`config.mk`:
```
export PLATFORM = sky130hd
export DESIGN_NAME = ibc_table_stage
export DESIGN_NICKNAME = d
export VERILOG_FILES = /design/src/ibc_pkg.sv /design/src/ibc_table_stage.sv
export SDC_FILE = /design/constraint.sdc
export NUM_CORES = 2
export LEC_CHECK = 0
export BUFFER_PORTS_ARGS = -buffer_cell sky130_fd_sc_hd__buf_4
export CORE_MARGIN = 10
export CORE_UTILIZATION = 38
export DETAILED_ROUTE_END_ITERATION = 10
export PLACE_DENSITY = 0.56
export REMOVE_ABC_BUFFERS = 1
export SLEW_MARGIN = 10
export SYNTH_ARGS = -nofsm -noshare
export SYNTH_HDL_FRONTEND = slang
export SYNTH_SLANG_ARGS = --single-unit
```
`constraint.sdc`:
```
create_clock -name clock -period 4.7 [get_ports clock]
set_input_delay 0.235 -clock clock [delete_from_list [all_inputs] [get_ports clock]]
set_output_delay 0.235 -clock clock [all_outputs]
set_load 0.02 [all_outputs]
```
`src/ibc_pkg.sv`:
```
// ============================================================================
// ibc_pkg : shared definitions for the interval bin classifier
// Sizes, codes, the pipeline item record and small helper functions.
// ============================================================================
`default_nettype none

package ibc_pkg;

   // Table depth and value width
   localparam int MAX_BREAKS  = 64;
   localparam int VALUE_WIDTH = 32;

   // Derived sizes
   localparam int ADDR_W       = (MAX_BREAKS > 2) ? $clog2(MAX_BREAKS) : 1;
   localparam int CNT_W        = $clog2(MAX_BREAKS + 1);
   localparam int CODE_W       = CNT_W;
   localparam int SEARCH_STEPS = ADDR_W;
   localparam int NUM_STAGES   = SEARCH_STEPS + 3;
   localparam int LATENCY      = NUM_STAGES + 1;

   // Fixed field widths
   localparam int INDEX_W     = 6;
   localparam int COUNT_W     = 7;
   localparam int CSR_INDEX_W = 3;
   localparam int CSR_DATA_W  = 7;

   // Register indexes
   localparam logic [CSR_INDEX_W-1:0] CSR_BREAK_COUNT    = 3'd0;
   localparam logic [CSR_INDEX_W-1:0] CSR_RIGHT_CLOSED   = 3'd1;
   localparam logic [CSR_INDEX_W-1:0] CSR_INCLUDE_BORDER = 3'd2;
   localparam logic [CSR_INDEX_W-1:0] CSR_CAPTURE_RANGE  = 3'd3;
   localparam logic [CSR_INDEX_W-1:0] CSR_RETURN_CODES   = 3'd4;

   // Item kinds
   localparam logic KIND_LOAD     = 1'b0;
   localparam logic KIND_CLASSIFY = 1'b1;

   // Classification outcome carried down the pipe
   localparam int MODE_W = 2;
   localparam logic [MODE_W-1:0] MODE_NOBIN   = 2'd0;
   localparam logic [MODE_W-1:0] MODE_CAPTURE = 2'd1;
   localparam logic [MODE_W-1:0] MODE_SEARCH  = 2'd2;

   // One pipeline slot
   typedef struct packed {
      logic                          valid;
      logic                          kind;
      logic [INDEX_W-1:0]            load_idx;
      logic signed [VALUE_WIDTH-1:0] value;
      logic                          missing;
      logic [MODE_W-1:0]             mode;
      logic signed [VALUE_WIDTH-1:0] b_first;
      logic [ADDR_W-1:0]             lo;
      logic [ADDR_W-1:0]             hi;
      logic [ADDR_W-1:0]             addr;
      logic [CODE_W-1:0]             code;
   } ibc_item_type;

   // Midpoint of a search window, rounded down
   function automatic logic [ADDR_W-1:0] mid_point(input logic [ADDR_W-1:0] lo,
                                                  input logic [ADDR_W-1:0] hi);
      logic [ADDR_W:0] sum;
      sum = {1'b0, lo} + {1'b0, hi};
      return sum[ADDR_W:1];
   endfunction

   // Saturate the break count to the table depth
   function automatic logic [CNT_W-1:0] limit_count(input logic [COUNT_W-1:0] count);
      if (int'(count) > MAX_BREAKS) begin
         return CNT_W'(MAX_BREAKS);
      end
      return CNT_W'(count);
   endfunction

   // One binary search step; item.addr holds the probed midpoint
   function automatic ibc_item_type search_step(input ibc_item_type item,
                                                input logic signed [VALUE_WIDTH-1:0] probe,
                                                input logic left_closed);
      ibc_item_type nxt;
      nxt = item;
      if (item.mode == MODE_SEARCH && (item.hi - item.lo) > ADDR_W'(1)) begin
         if (item.value > probe || (left_closed && item.value == probe)) begin
            nxt.lo = item.addr;
         end else begin
            nxt.hi = item.addr;
         end
      end
      nxt.addr = mid_point(nxt.lo, nxt.hi);
      return nxt;
   endfunction

endpackage

`default_nettype wire

```
`src/ibc_table_stage.sv`:
```
// ============================================================================
// ibc_table_stage : one pipeline stage with its own copy of the break table
// Registers the incoming slot and reads the table at the slot's address.
// Load beats write this copy as they pass, so each copy sees writes and
// reads in beat order.
// ============================================================================
`default_nettype none

module ibc_table_stage (
   input  wire logic                                   clock,
   input  wire logic                                   reset,
   input  wire ibc_pkg::ibc_item_type                  stage_in,
   output      ibc_pkg::ibc_item_type                  stage_out,
   output      logic signed [ibc_pkg::VALUE_WIDTH-1:0] rdata
);
   import ibc_pkg::*;

   logic signed [VALUE_WIDTH-1:0] break_mem [MAX_BREAKS];
   logic signed [VALUE_WIDTH-1:0] rdata_ff;
   ibc_item_type                  item_ff;
   logic                          write_en;

   // Load beat with an index inside the table
   assign write_en = stage_in.valid && stage_in.kind == KIND_LOAD &&
                     (int'(stage_in.load_idx) < MAX_BREAKS);

   // Table copy: one write, one registered read
   always_ff @(posedge clock) begin
      if (write_en) begin
         break_mem[ADDR_W'(stage_in.load_idx)] <= stage_in.value;
      end
      rdata_ff <= break_mem[stage_in.addr];
   end

   // Slot register; only valid is reset
   always_ff @(posedge clock) begin
      item_ff <= stage_in;
      if (reset) begin
         item_ff.valid <= 1'b0;
      end
   end

   assign stage_out = item_ff;
   assign rdata     = rdata_ff;

endmodule

`default_nettype wire

```
==> key figures <==
Outcome
  • Status: finished clean

Layout
  • P&R area growth vs syn: 18.85%
  • Area of the multi-input gates: about 0.016 mm^2
  • Fillers: 17600
  • Final Cell Area: around 0.095 mm^2
  • Final nets: approximately 4100
  • Register area: ~0.064 mm^2
  • Layout cells sized above 1: a little over 30%
  • Final std cells w/o fill: 7033

Clock network
  • CTS tree: yes
  • Root buf cell: clkbuf_16
  • H-tree levels: 4
  • Clk pin slew, worst setup/hold paths: 0.06 ns
  • Worst-skew pair later-pin latency: roughly 0.86 ns
  • CTS Buf Count: approximately 230
  • Clk sink count: 2180
  • Bufs on Longest Clock Path: 3
  • Setup bufs post-CTS: 0

Min path
  • Worst hold start: stage_in[8]
  • Hold Crit Class: primary input to flip-flop
  • Hold path depth: 2
  • Hold EP: stage_out[8]

Timing
  • Final Cycle Share: approximately three fifths
  • Clock skew: about 0.041 ns
  • Worst Tran Pin Value: approximately 1.2 ns
  • Sum Neg Setup Slack: 0 ns
  • Final hold vios: 0
  • Slew HR: 19.81%
  • Min Tclk post-route: approximately 2.9 ns
  • Fmax: 349.8 MHz
  • WHS: 0.07579 ns
  • Setup-failing EPs final: 0
  • RSZ-0062 raised after global routing: no
  • Pins Over Slew Limit: 0
  • Final WS setup: 1.841 ns

Worst setup path
  • Crit-path max FO: 54
  • Startpoint types: primary input
  • R2R depth: 4
  • Type of element capturing the critical path: flip-flop
  • Critical R2R Launch: break_mem[55][17]
  • Req. time, crit path: between 5 and 6 ns
  • R2R Path End: rdata[17]
  • R2r setup slk: roughly 2.5 ns
  • Crit Path Class: primary input to flip-flop
  • Critical Path AT: 3.57 ns

Floorplan
  • Die Y: around 480 um
  • Die X: between 400 and 500 um
  • Initial core utilization: 38.27%
  • Io pins: ~230
  • Core outline area: ~0.21 mm^2
  • Die Footprint: between 0.2 and 0.25 mm^2
  • Row count: 168

Pwr
  • Power Density: between 400 and 500 mW/mm^2
  • Worst VDD drop: roughly 320 uV
  • Lkg Pwr: between 0.03 and 0.04 uW

Place
  • Post-placement cell count: between 6000 and 7000
  • Final GP Congestion: approximately 0.77
  • Worst slack, placed: roughly 1.4 ns
  • PortBufs: 233
  • DP Wirelength: 119800 um
  • Post-DP Area: roughly 0.086 mm^2

Drt
  • Starting DRC count in detailed routing: 3925
  • Drt wl/cell: slightly below 30 um
  • DRT Wirelength: ~200000 um
  • Antenna viol nets, final: 0
  • Vias per cell: between 5 and 6
  • Via count: 38250
  • 1st-pass router iterations: 7
  • # DRC: 0

Global route
  • Largest net degree at the start of global routing: 84
  • Initial antenna violation count: 8
  • Via count of the first global-routing pass: 39760
  • First-pass GRT wire length: ~300000 um
  • Gr ovfl total: 0
  • Total GRT Usage: 17.66%

Yosys
  • Number of synthesis warnings: 0
  • Async S/R FF share, synth: 0%
  • Synthesis-stage register bit count: 2180
  • Mapped Avg Cell Area: roughly 23 um^2
  • Number of flops mapped to enable cells by yosys: just over 2000
  • Synth Cell Area: roughly 0.08 mm^2
  • Top cell type's share of synthesized area: about three quarters
  • Cell accounting for the most synthesized area: edfxtp_1
  • Post-Syn Instances: about 3500
  • Synth cell types: 32
  • Seq/Total Area, Yosys: 79.90%
  • Ys flop type: edfxtp_1
  • Synth area leaders: edfxtp_1, mux4_2, dfxtp_1, a22oi_1, o22ai_1

Run
  • Max-cap violations: 0
==> per-layer routing <==
metal	GRT usage, %	vias up	share of wire [%]
met2	28.43	1385	48
met5	0	-	0.0063
li1	-	15940	-
met1	24.99	20640	43
met3	3.059	283	6.5
met4	4.647	2	2.3
==> flip-flops by register name (all words and copies together) (netlist names) <==
register	cells
rdata	32
break_mem	2048
stage_out	100
==> Yosys cell counts, types with 2 or more instances <==
library cell / instances
a21oi_1: 55
a22oi_1: 116
and2_1: 2
buf_1: 24
buf_2: 52
buf_4: 30
buf_6: 4
clkbuf_1: 72
dfxtp_1: 132
edfxtp_1: 2048
mux2_2: 20
mux2i_1: 47
mux4_2: 512
nand2_1: 67
nand2b_1: 7
nand3_1: 8
nand3b_1: 6
nor2_1: 126
nor2b_1: 8
nor3_1: 6
o221ai_1: 27
o22ai_1: 90
or2_2: 3
or3_1: 2
or3b_2: 5
==> critical path, stage by stage <==
cell and delay [ns]:
dlygate4sd3_1 0.59, buf_8 0.26, buf_12 0.29, buf_12 0.43, mux4_2 0.56, a22oi_1 0.27
nand2_1 0.15, o22ai_1 0.53, nor2_1 0.13
==> cells by family (layout without fill, tap and decap cells) <==
logic type / after synthesis / after routing / synth area share (%)
DFF: 2180 / 2180 / 79.90
buffers and inverters: 183 / 933 / 1.114
AOI/OAI and AO/OA: 290 / 290 / 2.442
other: 0 / 2 / 0
muxes: 579 / 579 / 15.23
and+or+nand+nor: 244 / 244 / 1.308
==> how the worst max path moves through the flow <==
stage                  from          endpoint  slack, ns  cells after the start
2_1_floorplan  stage_in[92]  break_mem[30][0]       2.04                      3
3_3_place_gp    stage_in[7]          rdata[9]       1.41                      8
3_5_place_dp    stage_in[7]          rdata[9]       1.44                      8
4_1_cts         stage_in[7]          rdata[9]       1.72                      9
5_1_grt         stage_in[7]          rdata[9]       1.64                      9
6_report        stage_in[7]          rdata[9]       1.84                      9
==> per-stage QoR <==
stage | utilization (%) | total power [uW]
after global routing | 45.48 | 42910
after CTS | 45.48 | 42010
final | 45.48 | 41550
after global placement | 41.18 | 23980
after detailed placement | 41.18 | 24000
after floorplan | - | 22660
==> power breakdown <==
| part | switching (uW) | total (uW) | internal [uW] | leakage, uW |
|---|---|---|---|---|
| Combinational | 1320 | 2140 | 827 | 0.00715 |
| Clock | 7560 | 17900 | 10400 | 0.00364 |
| Sequential | 115 | 21500 | 21400 | 0.0195 |
| Total | 8990 | 41600 | 32600 | 0.0303 |
==> cells in the final DEF (no fill, tap or decap), drive strengths merged <==
cell         count
diode            2
and3             1
edfxtp        2048
or2              4
nor2b            8
clkbuf         287
a21oi           55
and2             2
nand2b           7
bufinv          24
nand3            8
clkinv          90
nor3b            1
o221ai          27
and3b            1
mux4           512
mux2            20
or3b             5
dfxtp          132
nor2           126
a22oi          116
clkinvlp         6
a31oi            1
dlygate4sd3    156
mux2i           47
inv             14
nand2           67
or3              2
o22a             1
nand3b           6
nor3             6
o22ai           90
buf            356
==> repair_timing <==
action / 4_1_cts / 5_1_grt
hold endpoints to repair: 1849 / 0
hold buffers: 156 / 0
resized for setup: 0 / 0
==> final cells by class <==
cell class	count	area share [%]
diodes	2	0.005246
clock buffers	287	6.286
clock inverters	133	1.515
inverters	1	0.003934
multi-input cells	1113	16.50
flip-flops and latches	2180	67.23
well taps	2805	3.679
repair buffers	512	4.776
(Power assumes the default switching activity.)
